`config.mk`:
```
export PLATFORM = sky130hd
export DESIGN_NAME = ewma_adaptive_margin_flat
export DESIGN_NICKNAME = d
export VERILOG_FILES = /design/src/hdl/eam_pkg.sv /design/src/hdl/eam_sample_if.sv /design/src/hdl/eam_margin_if.sv /design/src/hdl/ewma_adaptive_margin.sv /design/src/flat_wrapper.sv
export VERILOG_INCLUDE_DIRS = /design/src /design/src/hdl
export SDC_FILE = /design/constraint.sdc
export NUM_CORES = 2
export LEC_CHECK = 0
export BUFFER_PORTS_ARGS = -buffer_cell sky130_fd_sc_hd__clkbuf_2
export CORE_AREA = 4 4 348 436
export CTS_BUF_LIST = sky130_fd_sc_hd__clkbuf_4 sky130_fd_sc_hd__clkbuf_8
export DETAILED_ROUTE_END_ITERATION = 7
export DIE_AREA = 0 0 352 440
export GPL_ROUTABILITY_DRIVEN = 0
export GPL_TIMING_DRIVEN = 0
export MAX_ROUTING_LAYER = met4
export SETUP_SLACK_MARGIN = 0.02
export SLEW_MARGIN = 30
export SYNTH_ARGS = -nofsm -noshare
export SYNTH_HDL_FRONTEND = slang
export SYNTH_SLANG_ARGS = --single-unit
```
`constraint.sdc`:
```
create_clock -name clk -period 16.14 [get_ports clk]
set_input_delay 0 -clock clk [delete_from_list [all_inputs] [get_ports clk]]
set_output_delay 0 -clock clk [all_outputs]
set_load 0.005 [all_outputs]
```
`src/hdl/ewma_adaptive_margin_assert.svh`:
```
// ----------------------------------------------------------------------------
// EWMA adaptive margin assertion macros
// Implication checks on the block clock, disabled while reset is asserted.
// ----------------------------------------------------------------------------
`ifndef EWMA_ADAPTIVE_MARGIN_ASSERT_SVH
`define EWMA_ADAPTIVE_MARGIN_ASSERT_SVH
`ifndef NO_ASSERTIONS
`define EAM_ASSERT_IMP(lbl, ante, cons, msg) \
	lbl: assert property (@(posedge clk) disable iff (!arst_n) (ante) |-> (cons)) \
		else $error(msg);
`define EAM_ASSERT_NXT(lbl, ante, cons, msg) \
	lbl: assert property (@(posedge clk) disable iff (!arst_n) (ante) |=> (cons)) \
		else $error(msg);
`else
`define EAM_ASSERT_IMP(lbl, ante, cons, msg)
`define EAM_ASSERT_NXT(lbl, ante, cons, msg)
`endif
`endif

```
`src/hdl/eam_pkg.sv`:
```
// ----------------------------------------------------------------------------
// EWMA adaptive margin package
// Widths, register codes, reset values and sequencer states.
// ----------------------------------------------------------------------------
package eam_pkg;

	localparam int ELAPSED_W = 24;
	localparam int MARGIN_W  = 28;
	localparam int MEAN_W    = 24;
	localparam int STDDEV_W  = 24;
	localparam int DATA_W    = 32;
	localparam int ADDR_W    = 5;
	localparam int MEANF_W   = 32;
	localparam int VARF_W    = 56;
	localparam int ACC_W     = 74;
	localparam int MULA_W    = 32;
	localparam int MULB_W    = 17;
	localparam int PROD_W    = MULA_W + MULB_W;
	localparam int SH_W      = 6;
	localparam int SIGMA_W   = 28;
	localparam int CNT_W     = 6;

	localparam logic [MARGIN_W-1:0] MARGIN_MAX = {MARGIN_W{1'b1}};
	localparam logic [ACC_W-1:0]    ROUND_HALF = ACC_W'(32768);
	localparam logic [VARF_W-1:0]   SQRT_BIT0  = {2'b01, {(VARF_W-2){1'b0}}};

	localparam logic [CNT_W-1:0] CNT_D2_LAST   = 6'd2;
	localparam logic [CNT_W-1:0] CNT_MEAN_LAST = 6'd2;
	localparam logic [CNT_W-1:0] CNT_VAR_LAST  = 6'd4;
	localparam logic [CNT_W-1:0] CNT_SQRT_LAST = 6'd28;
	localparam logic [CNT_W-1:0] CNT_PROD_LAST = 6'd1;
	localparam logic [CNT_W-1:0] CNT_DIV_LAST  = 6'd32;

	typedef enum logic [1:0] {
		ST_EWMA  = 2'd0,
		ST_RATIO = 2'd1,
		ST_FIXED = 2'd2,
		ST_INIT  = 2'd3
	} strategy_t;

	typedef enum logic [2:0] {
		REG_STRATEGY  = 3'd0,
		REG_ALPHA     = 3'd1,
		REG_SAFETY_K  = 3'd2,
		REG_MIN_MARG  = 3'd3,
		REG_INIT_MARG = 3'd4,
		REG_FIX_MARG  = 3'd5,
		REG_RATIO_NUM = 3'd6,
		REG_RATIO_DEN = 3'd7
	} reg_idx_t;

	typedef enum logic [7:0] {
		S_IDLE = 8'b0000_0001,
		S_D2   = 8'b0000_0010,
		S_MEAN = 8'b0000_0100,
		S_VAR  = 8'b0000_1000,
		S_SQRT = 8'b0001_0000,
		S_PROD = 8'b0010_0000,
		S_DIV  = 8'b0100_0000,
		S_OUT  = 8'b1000_0000
	} state_t;

	localparam strategy_t           RST_STRATEGY = ST_EWMA;
	localparam logic [15:0]         RST_ALPHA    = 16'd6554;
	localparam logic [11:0]         RST_SAFETY_K = 12'd512;
	localparam logic [ELAPSED_W-1:0] RST_MIN_MARG  = 24'd50;
	localparam logic [ELAPSED_W-1:0] RST_INIT_MARG = 24'd500;
	localparam logic [ELAPSED_W-1:0] RST_FIX_MARG  = 24'd500;
	localparam logic [7:0]          RST_RATIO_NUM = 8'd6;
	localparam logic [7:0]          RST_RATIO_DEN = 8'd5;

endpackage

```
`src/hdl/eam_sample_if.sv`:
```
// ----------------------------------------------------------------------------
// EWMA adaptive margin sample channel
// Valid/ready channel carrying one measured execution time.
// ----------------------------------------------------------------------------
interface eam_sample_if;
	import eam_pkg::*;

	logic                 valid;
	logic                 ready;
	logic [ELAPSED_W-1:0] exec_time_us;

	modport source (output valid, output exec_time_us, input ready);
	modport sink (input valid, input exec_time_us, output ready);
endinterface

```
`src/hdl/eam_margin_if.sv`:
```
// ----------------------------------------------------------------------------
// EWMA adaptive margin result channel
// Valid/ready channel carrying margin, mean and deviation.
// ----------------------------------------------------------------------------
interface eam_margin_if;
	import eam_pkg::*;

	logic                valid;
	logic                ready;
	logic [MARGIN_W-1:0] margin_us;
	logic [MEAN_W-1:0]   mean_us;
	logic [STDDEV_W-1:0] stddev_us;

	modport source (output valid, output margin_us, output mean_us, output stddev_us,
		input ready);
	modport sink (input valid, input margin_us, input mean_us, input stddev_us,
		output ready);
endinterface

```
`src/hdl/ewma_adaptive_margin.sv`:
```
// ----------------------------------------------------------------------------
// EWMA adaptive margin
// Fixed-point EWMA mean/variance estimator with strategy-selected margin.
// ----------------------------------------------------------------------------
// Each sample transfer updates the Q24.8 mean and Q48.8 variance and yields one
// result: the margin, the integer mean and the integer deviation. A sample's
// work is nine multiply-accumulate passes through a single 32x17 multiplier,
// a 28-step square root and, for the last-times-ratio strategy only, a
// 32-step restoring divide, the last two sharing one 57-bit subtractor. The
// sample channel is ready only while the sequencer is idle; the result sits in
// an output register, so a new sample can transfer while the previous result
// waits, and the sequencer holds in its final step until that result is taken.
// Registers are written through the APB port at byte address 4*index. A write
// takes effect on the next sample only if the user makes it between samples;
// the block itself does not enforce this and uses a new value at once.
`include "ewma_adaptive_margin_assert.svh"

module ewma_adaptive_margin (
	input  logic                       clk,
	input  logic                       arst_n,
	input  logic                       psel,
	input  logic                       penable,
	input  logic                       pwrite,
	input  logic [eam_pkg::ADDR_W-1:0] paddr,
	input  logic [eam_pkg::DATA_W-1:0] pwdata,
	output logic [eam_pkg::DATA_W-1:0] prdata,
	output logic                       pready,
	eam_sample_if.sink                 sample_ch,
	eam_margin_if.source               margin_ch
);
	import eam_pkg::*;

	strategy_t            strategy_q;
	logic [15:0]          alpha_q;
	logic [11:0]          safety_k_q;
	logic [ELAPSED_W-1:0] min_margin_q;
	logic [ELAPSED_W-1:0] init_margin_q;
	logic [ELAPSED_W-1:0] fixed_margin_q;
	logic [7:0]           ratio_num_q;
	logic [7:0]           ratio_den_q;

	state_t               state_q;
	logic [CNT_W-1:0]     cnt_q;
	logic [MEANF_W-1:0]   mean_q;
	logic [VARF_W-1:0]    var_q;
	logic [ELAPSED_W-1:0] last_q;
	logic                 out_valid_q;

	logic                 nohist_q;
	logic [MEANF_W-1:0]   d_q;
	logic [VARF_W-1:0]    d2_q;
	logic [ACC_W-1:0]     acc_q;
	logic [PROD_W-1:0]    prod_q;
	logic [SH_W-1:0]      sh_q;
	logic [VARF_W-1:0]    rem_q;
	logic [VARF_W-1:0]    root_q;
	logic [VARF_W-1:0]    bit_q;
	logic [SIGMA_W-1:0]   sigma_q;
	logic [MARGIN_W-1:0]  margin_q;
	logic [MEAN_W-1:0]    mean_out_q;
	logic [STDDEV_W-1:0]  stddev_q;

	logic                 apb_wr;
	reg_idx_t             reg_idx;
	logic                 accept;
	logic                 out_go;
	logic                 cnt_last;
	logic [MEANF_W-1:0]   x_in;
	logic [MEANF_W-1:0]   d_in;
	logic [MULB_W-1:0]    beta;
	logic [MULA_W-1:0]    mul_a;
	logic [MULB_W-1:0]    mul_b;
	logic [SH_W-1:0]      sh_d;
	logic [ACC_W-1:0]     acc_add;
	logic [VARF_W-1:0]    var_next;
	logic [MEANF_W-1:0]   mean_next;
	logic [VARF_W-1:0]    sub_a;
	logic [VARF_W-1:0]    sub_b;
	logic [VARF_W:0]      diff;
	logic                 ge;
	logic [8:0]           div_t;
	logic [MARGIN_W:0]    m0_raw;
	logic [MARGIN_W:0]    m0_flr;
	logic [MARGIN_W-1:0]  m0_sat;
	logic [MARGIN_W-1:0]  q_sat;
	logic [MARGIN_W-1:0]  margin_d;

	// configuration port
	assign pready  = 1'b1;
	assign apb_wr  = psel && penable && pwrite && pready;
	assign reg_idx = reg_idx_t'(paddr[ADDR_W-1:2]);

	always_ff @(posedge clk or negedge arst_n) begin
		if (!arst_n) begin
			strategy_q     <= RST_STRATEGY;
			alpha_q        <= RST_ALPHA;
			safety_k_q     <= RST_SAFETY_K;
			min_margin_q   <= RST_MIN_MARG;
			init_margin_q  <= RST_INIT_MARG;
			fixed_margin_q <= RST_FIX_MARG;
			ratio_num_q    <= RST_RATIO_NUM;
			ratio_den_q    <= RST_RATIO_DEN;
		end else if (apb_wr) begin
			unique case (reg_idx)
				REG_STRATEGY:  strategy_q     <= strategy_t'(pwdata[1:0]);
				REG_ALPHA:     alpha_q        <= pwdata[15:0];
				REG_SAFETY_K:  safety_k_q     <= pwdata[11:0];
				REG_MIN_MARG:  min_margin_q   <= pwdata[ELAPSED_W-1:0];
				REG_INIT_MARG: init_margin_q  <= pwdata[ELAPSED_W-1:0];
				REG_FIX_MARG:  fixed_margin_q <= pwdata[ELAPSED_W-1:0];
				REG_RATIO_NUM: ratio_num_q    <= pwdata[7:0];
				REG_RATIO_DEN: ratio_den_q    <= pwdata[7:0];
			endcase
		end
	end

	always_comb begin
		unique case (reg_idx)
			REG_STRATEGY:  prdata = DATA_W'(strategy_q);
			REG_ALPHA:     prdata = DATA_W'(alpha_q);
			REG_SAFETY_K:  prdata = DATA_W'(safety_k_q);
			REG_MIN_MARG:  prdata = DATA_W'(min_margin_q);
			REG_INIT_MARG: prdata = DATA_W'(init_margin_q);
			REG_FIX_MARG:  prdata = DATA_W'(fixed_margin_q);
			REG_RATIO_NUM: prdata = DATA_W'(ratio_num_q);
			REG_RATIO_DEN: prdata = DATA_W'(ratio_den_q);
		endcase
	end

	// handshakes
	assign sample_ch.ready     = (state_q == S_IDLE);
	assign accept              = sample_ch.valid && sample_ch.ready;
	assign out_go              = !out_valid_q || margin_ch.ready;
	assign margin_ch.valid     = out_valid_q;
	assign margin_ch.margin_us = margin_q;
	assign margin_ch.mean_us   = mean_out_q;
	assign margin_ch.stddev_us = stddev_q;

	assign x_in = {sample_ch.exec_time_us, 8'b0};
	assign d_in = (x_in >= mean_q) ? (x_in - mean_q) : (mean_q - x_in);
	assign beta = 17'h1_0000 - {1'b0, alpha_q};

	assign var_next  = nohist_q ? '0 : acc_q[71:16];
	assign mean_next = nohist_q ? {last_q, 8'b0} : acc_q[47:16];

	always_comb begin
		unique case (state_q)
			S_D2:    cnt_last = (cnt_q == CNT_D2_LAST);
			S_MEAN:  cnt_last = (cnt_q == CNT_MEAN_LAST);
			S_VAR:   cnt_last = (cnt_q == CNT_VAR_LAST);
			S_SQRT:  cnt_last = (cnt_q == CNT_SQRT_LAST);
			S_PROD:  cnt_last = (cnt_q == CNT_PROD_LAST);
			S_DIV:   cnt_last = (cnt_q == CNT_DIV_LAST);
			default: cnt_last = 1'b0;
		endcase
	end

	// multiplier operand select
	always_comb begin
		mul_a = '0;
		mul_b = '0;
		sh_d  = '0;
		unique case (state_q)
			S_D2: begin
				mul_a = d_q;
				if (cnt_q == 6'd0) begin
					mul_b = {1'b0, d_q[15:0]};
				end else begin
					mul_b = {1'b0, d_q[31:16]};
					sh_d  = 6'd16;
				end
			end
			S_MEAN: begin
				if (cnt_q == 6'd0) begin
					mul_a = {last_q, 8'b0};
					mul_b = {1'b0, alpha_q};
				end else begin
					mul_a = mean_q;
					mul_b = beta;
				end
			end
			S_VAR: begin
				unique case (cnt_q[1:0])
					2'd0: begin
						mul_a = d2_q[31:0];
						mul_b = {1'b0, alpha_q};
					end
					2'd1: begin
						mul_a = {8'b0, d2_q[55:32]};
						mul_b = {1'b0, alpha_q};
						sh_d  = 6'd32;
					end
					2'd2: begin
						mul_a = var_q[31:0];
						mul_b = beta;
					end
					2'd3: begin
						mul_a = {8'b0, var_q[55:32]};
						mul_b = beta;
						sh_d  = 6'd32;
					end
				endcase
			end
			S_PROD: begin
				if (strategy_q == ST_EWMA) begin
					mul_a = {4'b0, root_q[SIGMA_W-1:0]};
					mul_b = {5'b0, safety_k_q};
				end else begin
					mul_a = {8'b0, last_q};
					mul_b = {9'b0, ratio_num_q};
				end
			end
			default: ;
		endcase
	end

	assign acc_add = ACC_W'(prod_q) << sh_q;

	// shared subtractor: square root and divide steps
	assign div_t = {rem_q[7:0], root_q[31]};
	always_comb begin
		if (state_q == S_DIV) begin
			sub_a = {47'b0, div_t};
			sub_b = {48'b0, ratio_den_q};
		end else begin
			sub_a = rem_q;
			sub_b = root_q | bit_q;
		end
	end
	assign diff = {1'b0, sub_a} - {1'b0, sub_b};
	assign ge   = !diff[VARF_W];

	// margin select
	assign m0_raw = acc_q[40:12];
	assign m0_flr = (m0_raw < {5'b0, min_margin_q}) ? {5'b0, min_margin_q} : m0_raw;
	assign m0_sat = (m0_flr > {1'b0, MARGIN_MAX}) ? MARGIN_MAX : m0_flr[MARGIN_W-1:0];
	assign q_sat  = (root_q[31:0] > {4'b0, MARGIN_MAX}) ? MARGIN_MAX : root_q[MARGIN_W-1:0];

	always_comb begin
		unique case (strategy_q)
			ST_EWMA:  margin_d = (mean_q == '0) ? MARGIN_W'(init_margin_q) : m0_sat;
			ST_RATIO: begin
				if (last_q == '0) begin
					margin_d = MARGIN_W'(init_margin_q);
				end else if (ratio_den_q == '0) begin
					margin_d = MARGIN_MAX;
				end else begin
					margin_d = q_sat;
				end
			end
			ST_FIXED: margin_d = MARGIN_W'(fixed_margin_q);
			ST_INIT:  margin_d = MARGIN_W'(init_margin_q);
		endcase
	end

	// sequencer and estimator state
	always_ff @(posedge clk or negedge arst_n) begin
		if (!arst_n) begin
			state_q     <= S_IDLE;
			cnt_q       <= '0;
			mean_q      <= '0;
			var_q       <= '0;
			last_q      <= '0;
			out_valid_q <= 1'b0;
		end else begin
			if ((state_q == S_OUT) && out_go) begin
				out_valid_q <= 1'b1;
			end else if (margin_ch.valid && margin_ch.ready) begin
				out_valid_q <= 1'b0;
			end
			if (state_q != S_IDLE && state_q != S_OUT) begin
				cnt_q <= cnt_last ? '0 : cnt_q + 6'd1;
			end
			unique case (state_q)
				S_IDLE: begin
					if (accept) begin
						last_q  <= sample_ch.exec_time_us;
						cnt_q   <= '0;
						state_q <= S_D2;
					end
				end
				S_D2: begin
					if (cnt_last) state_q <= S_MEAN;
				end
				S_MEAN: begin
					if (cnt_last) state_q <= S_VAR;
				end
				S_VAR: begin
					if (cnt_q == 6'd0) mean_q <= mean_next;
					if (cnt_last) state_q <= S_SQRT;
				end
				S_SQRT: begin
					if (cnt_q == 6'd0) var_q <= var_next;
					if (cnt_last) state_q <= S_PROD;
				end
				S_PROD: begin
					if (cnt_last) state_q <= (strategy_q == ST_RATIO) ? S_DIV : S_OUT;
				end
				S_DIV: begin
					if (cnt_last) state_q <= S_OUT;
				end
				S_OUT: begin
					if (out_go) state_q <= S_IDLE;
				end
				default: state_q <= S_IDLE;
			endcase
		end
	end

	// datapath
	always_ff @(posedge clk) begin
		prod_q <= mul_a * mul_b;
		sh_q   <= sh_d;
		unique case (state_q)
			S_IDLE: begin
				if (accept) begin
					d_q      <= d_in;
					nohist_q <= (mean_q == '0);
				end
			end
			S_D2: begin
				acc_q <= (cnt_q == 6'd0) ? '0 : acc_q + acc_add;
			end
			S_MEAN: begin
				if (cnt_q == 6'd0) begin
					acc_q <= ROUND_HALF;
					d2_q  <= acc_q[63:8];
				end else begin
					acc_q <= acc_q + acc_add;
				end
			end
			S_VAR: begin
				acc_q <= (cnt_q == 6'd0) ? ROUND_HALF : acc_q + acc_add;
			end
			S_SQRT: begin
				if (cnt_q == 6'd0) begin
					rem_q  <= var_next;
					root_q <= '0;
					bit_q  <= SQRT_BIT0;
				end else begin
					if (ge) begin
						rem_q  <= diff[VARF_W-1:0];
						root_q <= (root_q >> 1) | bit_q;
					end else begin
						root_q <= root_q >> 1;
					end
					bit_q <= bit_q >> 2;
				end
			end
			S_PROD: begin
				if (cnt_q == 6'd0) begin
					sigma_q <= root_q[SIGMA_W-1:0];
					acc_q   <= (strategy_q == ST_EWMA) ? ACC_W'({mean_q, 4'b0}) : '0;
				end else begin
					acc_q <= acc_q + acc_add;
				end
			end
			S_DIV: begin
				if (cnt_q == 6'd0) begin
					root_q <= {24'b0, acc_q[31:0]};
					rem_q  <= '0;
				end else begin
					rem_q  <= {48'b0, ge ? diff[7:0] : div_t[7:0]};
					root_q <= {24'b0, root_q[30:0], ge};
				end
			end
			S_OUT: begin
				if (out_go) begin
					margin_q   <= margin_d;
					mean_out_q <= mean_q[MEANF_W-1:8];
					stddev_q   <= sigma_q[SIGMA_W-1:4];
				end
			end
			default: ;
		endcase
	end

	`EAM_ASSERT_NXT(a_accept_starts, accept, state_q == S_D2, "transfer did not start")
	`EAM_ASSERT_IMP(a_div_ratio, state_q == S_DIV, strategy_q == ST_RATIO, "divide outside ratio")
	`EAM_ASSERT_IMP(a_nohist_var, (state_q == S_PROD) && nohist_q, var_q == '0, "variance kept")
	`EAM_ASSERT_NXT(a_out_load, (state_q == S_OUT) && out_go, margin_ch.valid, "result not loaded")

endmodule

```
`src/flat_wrapper.sv`:
```
// flat-port wrapper written by rule: the top's interface ports become plain ports
module ewma_adaptive_margin_flat import eam_pkg::*;
  (clk, arst_n, psel, penable, pwrite, paddr, pwdata, prdata, pready, sample_ch_valid, sample_ch_exec_time_us, sample_ch_ready, margin_ch_valid, margin_ch_margin_us, margin_ch_mean_us, margin_ch_stddev_us, margin_ch_ready);
  eam_sample_if sample_ch_i ();
  eam_margin_if margin_ch_i ();
  input  logic clk;
  input  logic arst_n;
  input  logic psel;
  input  logic penable;
  input  logic pwrite;
  input  logic [eam_pkg::ADDR_W-1:0] paddr;
  input  logic [eam_pkg::DATA_W-1:0] pwdata;
  output logic [eam_pkg::DATA_W-1:0] prdata;
  output logic pready;
  input wire logic [$bits(sample_ch_i.valid)-1:0] sample_ch_valid;
  input wire logic [$bits(sample_ch_i.exec_time_us)-1:0] sample_ch_exec_time_us;
  output wire logic [$bits(sample_ch_i.ready)-1:0] sample_ch_ready;
  output wire logic [$bits(margin_ch_i.valid)-1:0] margin_ch_valid;
  output wire logic [$bits(margin_ch_i.margin_us)-1:0] margin_ch_margin_us;
  output wire logic [$bits(margin_ch_i.mean_us)-1:0] margin_ch_mean_us;
  output wire logic [$bits(margin_ch_i.stddev_us)-1:0] margin_ch_stddev_us;
  input wire logic [$bits(margin_ch_i.ready)-1:0] margin_ch_ready;
  assign sample_ch_i.valid = sample_ch_valid;
  assign sample_ch_i.exec_time_us = sample_ch_exec_time_us;
  assign sample_ch_ready = sample_ch_i.ready;
  assign margin_ch_valid = margin_ch_i.valid;
  assign margin_ch_margin_us = margin_ch_i.margin_us;
  assign margin_ch_mean_us = margin_ch_i.mean_us;
  assign margin_ch_stddev_us = margin_ch_i.stddev_us;
  assign margin_ch_i.ready = margin_ch_ready;
  ewma_adaptive_margin u_core (.clk(clk), .arst_n(arst_n), .psel(psel), .penable(penable), .pwrite(pwrite), .paddr(paddr), .pwdata(pwdata), .prdata(prdata), .pready(pready), .sample_ch(sample_ch_i), .margin_ch(margin_ch_i));
endmodule
```
==> qor.yml <==
outcome: "finished clean"
io_buffers: 159
fp-row-count: 158
grt_pass1_wl_um: 348000
route.antenna.remaining_nets: 0
insertion_delay_ns: 0.89
clkTransAtPathRegs_ns: 0.07
fin_tns_setup_ns: 0
cts_made_buffers: 112
synth_largest_area_cell: "sky130_fd_sc_hd__edfxtp_1"
cts.path.max_buffers: 3
timing.final.crit_period_ns: 11.40
via_per_inst: 5.95
dieArea_um2: 155000
hp-class: "in -> reg"
powerDensity_nw_per_um2: 136
areaGrowthSynthToFinish_pct: 12.7
yosys_register_bits: 696
fillerInstances: 14500
final_hold_fails: 0
totalWireLength_um: 239000
max_slew.worst_pin.slew_ns: 1.18
min_period_over_period_pct: 70.6
setup.worst_path.start: "u_core.state_q[6]"
setup-violations-final: 0
synth_largest_type_area_fraction_pct: 20.4
reg2reg_setup_slack_ns: 4.74
totalPowerFinal_w: 0.00900
design.final.nets: 7648
crit_path_max_fanout: 21
drive_above_1_share_pct: 9.47
postLayoutSetupSlackWorst_ns: 4.74
cts.sinks: 696
cts_tree: "built"
worst_setup_path_start_kind: "flop"
yosys.cell_types.count: 94
synth_async_sr_flop_share_pct: 35.2
cts_root_buffer: "sky130_fd_sc_hd__clkbuf_8"
top_level_ports: 179
mappedNetlistArea_um2: 58800
r2r_start: "u_core.state_q[6]"
grt_max_degree: 67
dpl.hpwl_um: 189000
core_area_um2: 148000
routed_wire_length_per_instance_um: 27.1
drtIter0Drc: 6286
p_leak_nw: 29.4
drc: 0
criticalPathCategory: "reg -> reg"
worst_setup_path_end_kind: "flop"
post_synth_edffs: 400
critical-path-top-cell-by-count: "sky130_fd_sc_hd__fa_1"
cts_setup_buffers: 0
initial_utilization_pct: 39.8
num_vias: 52600
synthesis.area_per_instance_um2: 9.18
grt_remaining_overflow: 0
first_global_vias: 52100
ctsHtreeMaxLevel: 3
ys_seq_area_share_pct: 32.7
drt_first_pass_iters: 7
relSlewSlack_pct: 20.8
fin_skew_ns: 0.0959
final_max_slew_viol_count: 0
grt_setup_unrepaired: "no"
crit_path_top_delay_cell: "sky130_fd_sc_hd__o21ai_1"
synth_ff_type: "sky130_fd_sc_hd__edfxtp_1"
synth_area_leaders: "sky130_fd_sc_hd__edfxtp_1 20%, sky130_fd_sc_hd__fa_1 15%, sky130_fd_sc_hd__dfrtp_1 9.2%"
dp_worst_setup_slack_ns: 5.22
die_width_um: 352
die_y_um: 440
track_usage_pct: 31.3
fmax_ghz: 0.0877
worst_ep_required_time_ns: 16.93
hold_path_startpoint: "sample_ch_exec_time_us[10]"
gate_count_post_synth: 6398
post-route-util_pct: 44.8
worst_path_largest_cell_delay_ns: 0.84
worst_vdd_ir_mv: 0.0946
antenna_violations_before_repair: 15
maxCapViolations: 0
yosys_warnings: 0
cp.arrival_ns: 12.19
==> cells in the mapped netlist, types with 9 or more instances <==
cell type and number:
sky130_fd_sc_hd__a211oi_1 66, sky130_fd_sc_hd__a21o_1 155, sky130_fd_sc_hd__a21oi_1 396, sky130_fd_sc_hd__a221o_1 30, sky130_fd_sc_hd__a221oi_1 28, sky130_fd_sc_hd__a222oi_1 52, sky130_fd_sc_hd__a22o_1 16, sky130_fd_sc_hd__a22oi_1 10
sky130_fd_sc_hd__a31oi_1 35, sky130_fd_sc_hd__and2_1 237, sky130_fd_sc_hd__and3_1 41, sky130_fd_sc_hd__and4_1 9, sky130_fd_sc_hd__buf_1 33, sky130_fd_sc_hd__buf_2 31, sky130_fd_sc_hd__buf_4 10, sky130_fd_sc_hd__clkbuf_1 275
sky130_fd_sc_hd__dfrtp_1 217, sky130_fd_sc_hd__dfstp_2 28, sky130_fd_sc_hd__dfxtp_1 51, sky130_fd_sc_hd__edfxtp_1 400, sky130_fd_sc_hd__fa_1 452, sky130_fd_sc_hd__ha_1 324, sky130_fd_sc_hd__inv_1 710, sky130_fd_sc_hd__mux2_2 118
sky130_fd_sc_hd__mux2i_1 109, sky130_fd_sc_hd__nand2_1 988, sky130_fd_sc_hd__nand2b_1 56, sky130_fd_sc_hd__nand3_1 74, sky130_fd_sc_hd__nand4_1 35, sky130_fd_sc_hd__nor2_1 350, sky130_fd_sc_hd__nor2b_1 40, sky130_fd_sc_hd__nor3_1 50
sky130_fd_sc_hd__nor4_1 24, sky130_fd_sc_hd__o211ai_1 21, sky130_fd_sc_hd__o21a_1 28, sky130_fd_sc_hd__o21ai_0 414, sky130_fd_sc_hd__o21ai_1 37, sky130_fd_sc_hd__o21bai_1 32, sky130_fd_sc_hd__o22ai_1 23, sky130_fd_sc_hd__o31ai_1 22
sky130_fd_sc_hd__or3_1 33, sky130_fd_sc_hd__xnor2_1 116, sky130_fd_sc_hd__xor2_1 78
==> cell type report <==
type | instances | area (um2) | area share [%]
clock inverters | 65 | 621 | 0.937
repair buffers | 285 | 2250 | 3.41
flip-flops and latches | 696 | 19200 | 29.0
diodes | 22 | 55.1 | 0.0832
clock buffers | 149 | 1910 | 2.88
inverters | 711 | 2670 | 4.03
multi-input cells | 4647 | 35700 | 53.9
well taps | 1920 | 2400 | 3.63
plain buffers | 351 | 1400 | 2.12
==> worst max-delay path: cells and delay by family, from the launching register on <==
kind / cells / cell delay (ns)
AO/OA/AOI/OAI: 12 / 3.91
XOR/XNOR: 1 / 0.13
adder cells (fa/ha/maj): 7 / 3.43
buffers and inverters: 8 / 1.36
flip-flops: 1 / 0.36
AND/OR/NAND/NOR: 7 / 2.07
==> per-layer routing <==
metal / track usage [%] / wire length [um]
met5: - / 0
met1: 33.9 / 82300
met3: 8.22 / 24000
met4: 24.2 / 23300
met2: 49.2 / 110000
==> kinds of logic after synthesis <==
group                      after synthesis  synth area share (%)
adders and majority gates              776                  22.3
muxes                                  231                  4.25
buffers and inverters                 1062                  6.92
other                                    2                0.0128
AOI/OAI and AO/OA                     1453                  15.6
xor gates and xnor gates               194                  2.89
and+or+nand+nor                       1984                  15.4
DFF                                    696                  32.7
==> what timing repair did <==
action,4_1_cts,5_1_grt
hold buffers,91,0
resized for setup,0,0
hold endpoints to repair,348,0
==> power by group <==
| part | switching [W] | internal (W) |
|---|---|---|
| Clock | 0.000831 | 0.000930 |
| Sequential | 0.000592 | 0.00236 |
| Combinational | 0.00301 | 0.00128 |
==> placed cells by master, fill, tap and decap left out, types with 33 or more instances in the layout <==
master / netlist / routed
sky130_fd_sc_hd__nand2_1: 988 / 987
sky130_fd_sc_hd__inv_1: 710 / 708
sky130_fd_sc_hd__fa_1: 452 / 452
sky130_fd_sc_hd__o21ai_0: 414 / 404
sky130_fd_sc_hd__edfxtp_1: 400 / 400
sky130_fd_sc_hd__a21oi_1: 396 / 395
sky130_fd_sc_hd__nor2_1: 350 / 348
sky130_fd_sc_hd__ha_1: 324 / 324
sky130_fd_sc_hd__clkbuf_1: 275 / 273
sky130_fd_sc_hd__and2_1: 237 / 237
sky130_fd_sc_hd__dfrtp_1: 217 / 217
sky130_fd_sc_hd__clkbuf_2: 2 / 166
sky130_fd_sc_hd__a21o_1: 155 / 155
sky130_fd_sc_hd__clkbuf_8: 0 / 127
sky130_fd_sc_hd__mux2_2: 118 / 118
sky130_fd_sc_hd__xnor2_1: 116 / 116
sky130_fd_sc_hd__mux2i_1: 109 / 109
sky130_fd_sc_hd__dlygate4sd3_1: 0 / 90
sky130_fd_sc_hd__xor2_1: 78 / 78
sky130_fd_sc_hd__nand3_1: 74 / 73
sky130_fd_sc_hd__a211oi_1: 66 / 64
sky130_fd_sc_hd__nand2b_1: 56 / 56
sky130_fd_sc_hd__a222oi_1: 52 / 52
sky130_fd_sc_hd__dfxtp_1: 51 / 51
sky130_fd_sc_hd__nor3_1: 50 / 49
sky130_fd_sc_hd__and3_1: 41 / 41
sky130_fd_sc_hd__nor2b_1: 40 / 38
sky130_fd_sc_hd__buf_2: 31 / 37
sky130_fd_sc_hd__nand4_1: 35 / 35
sky130_fd_sc_hd__a31oi_1: 35 / 34
sky130_fd_sc_hd__or3_1: 33 / 33
==> path summary, 6_finish.rpt <==
| check | to | depth (start not counted) |
|---|---|---|
| hold reg to reg | u_core.margin_ch.stddev_us[8] | 0 |
| setup reg to reg | u_core.prod_q[48] | 35 |
| hold / removal | u_core.last_q[10] | 4 |
| min in group asynchronous | u_core.var_q[36] | 4 |
| setup / recovery | u_core.prod_q[48] | 35 |
| max in group asynchronous | u_core.min_margin_q[5] | 8 |
==> per-stage QoR <==
stage	cell area, um2	instances	hold WS, ns
floorplan	58800	6405	-0.296
global placement	62000	8484	0.236
detailed placement	62600	8510	-0.0834
CTS	66000	8815	0.000242
global route	66200	8836	0.0241
finish	66200	8846	0.0250
==> flip-flops by register name, indices dropped and copies added, names as in the netlist, 12 cells and up <==
register                    count
u_core.rem_q                   56
u_core.margin_ch.stddev_us     24
u_core.prod_q                  49
u_core.var_q                   56
u_core.init_margin_q           24
u_core.d2_q                    56
u_core.margin_ch.margin_us     28
u_core.bit_q                   28
u_core.mean_q                  32
u_core.sigma_q                 24
u_core.min_margin_q            24
u_core.d_q                     32
u_core.last_q                  24
u_core.acc_q                   72
u_core.fixed_margin_q          24
u_core.root_q                  55
u_core.safety_k_q              12
u_core.alpha_q                 16
u_core.margin_ch.mean_us       24
Power figures use the tool's default switching activity.
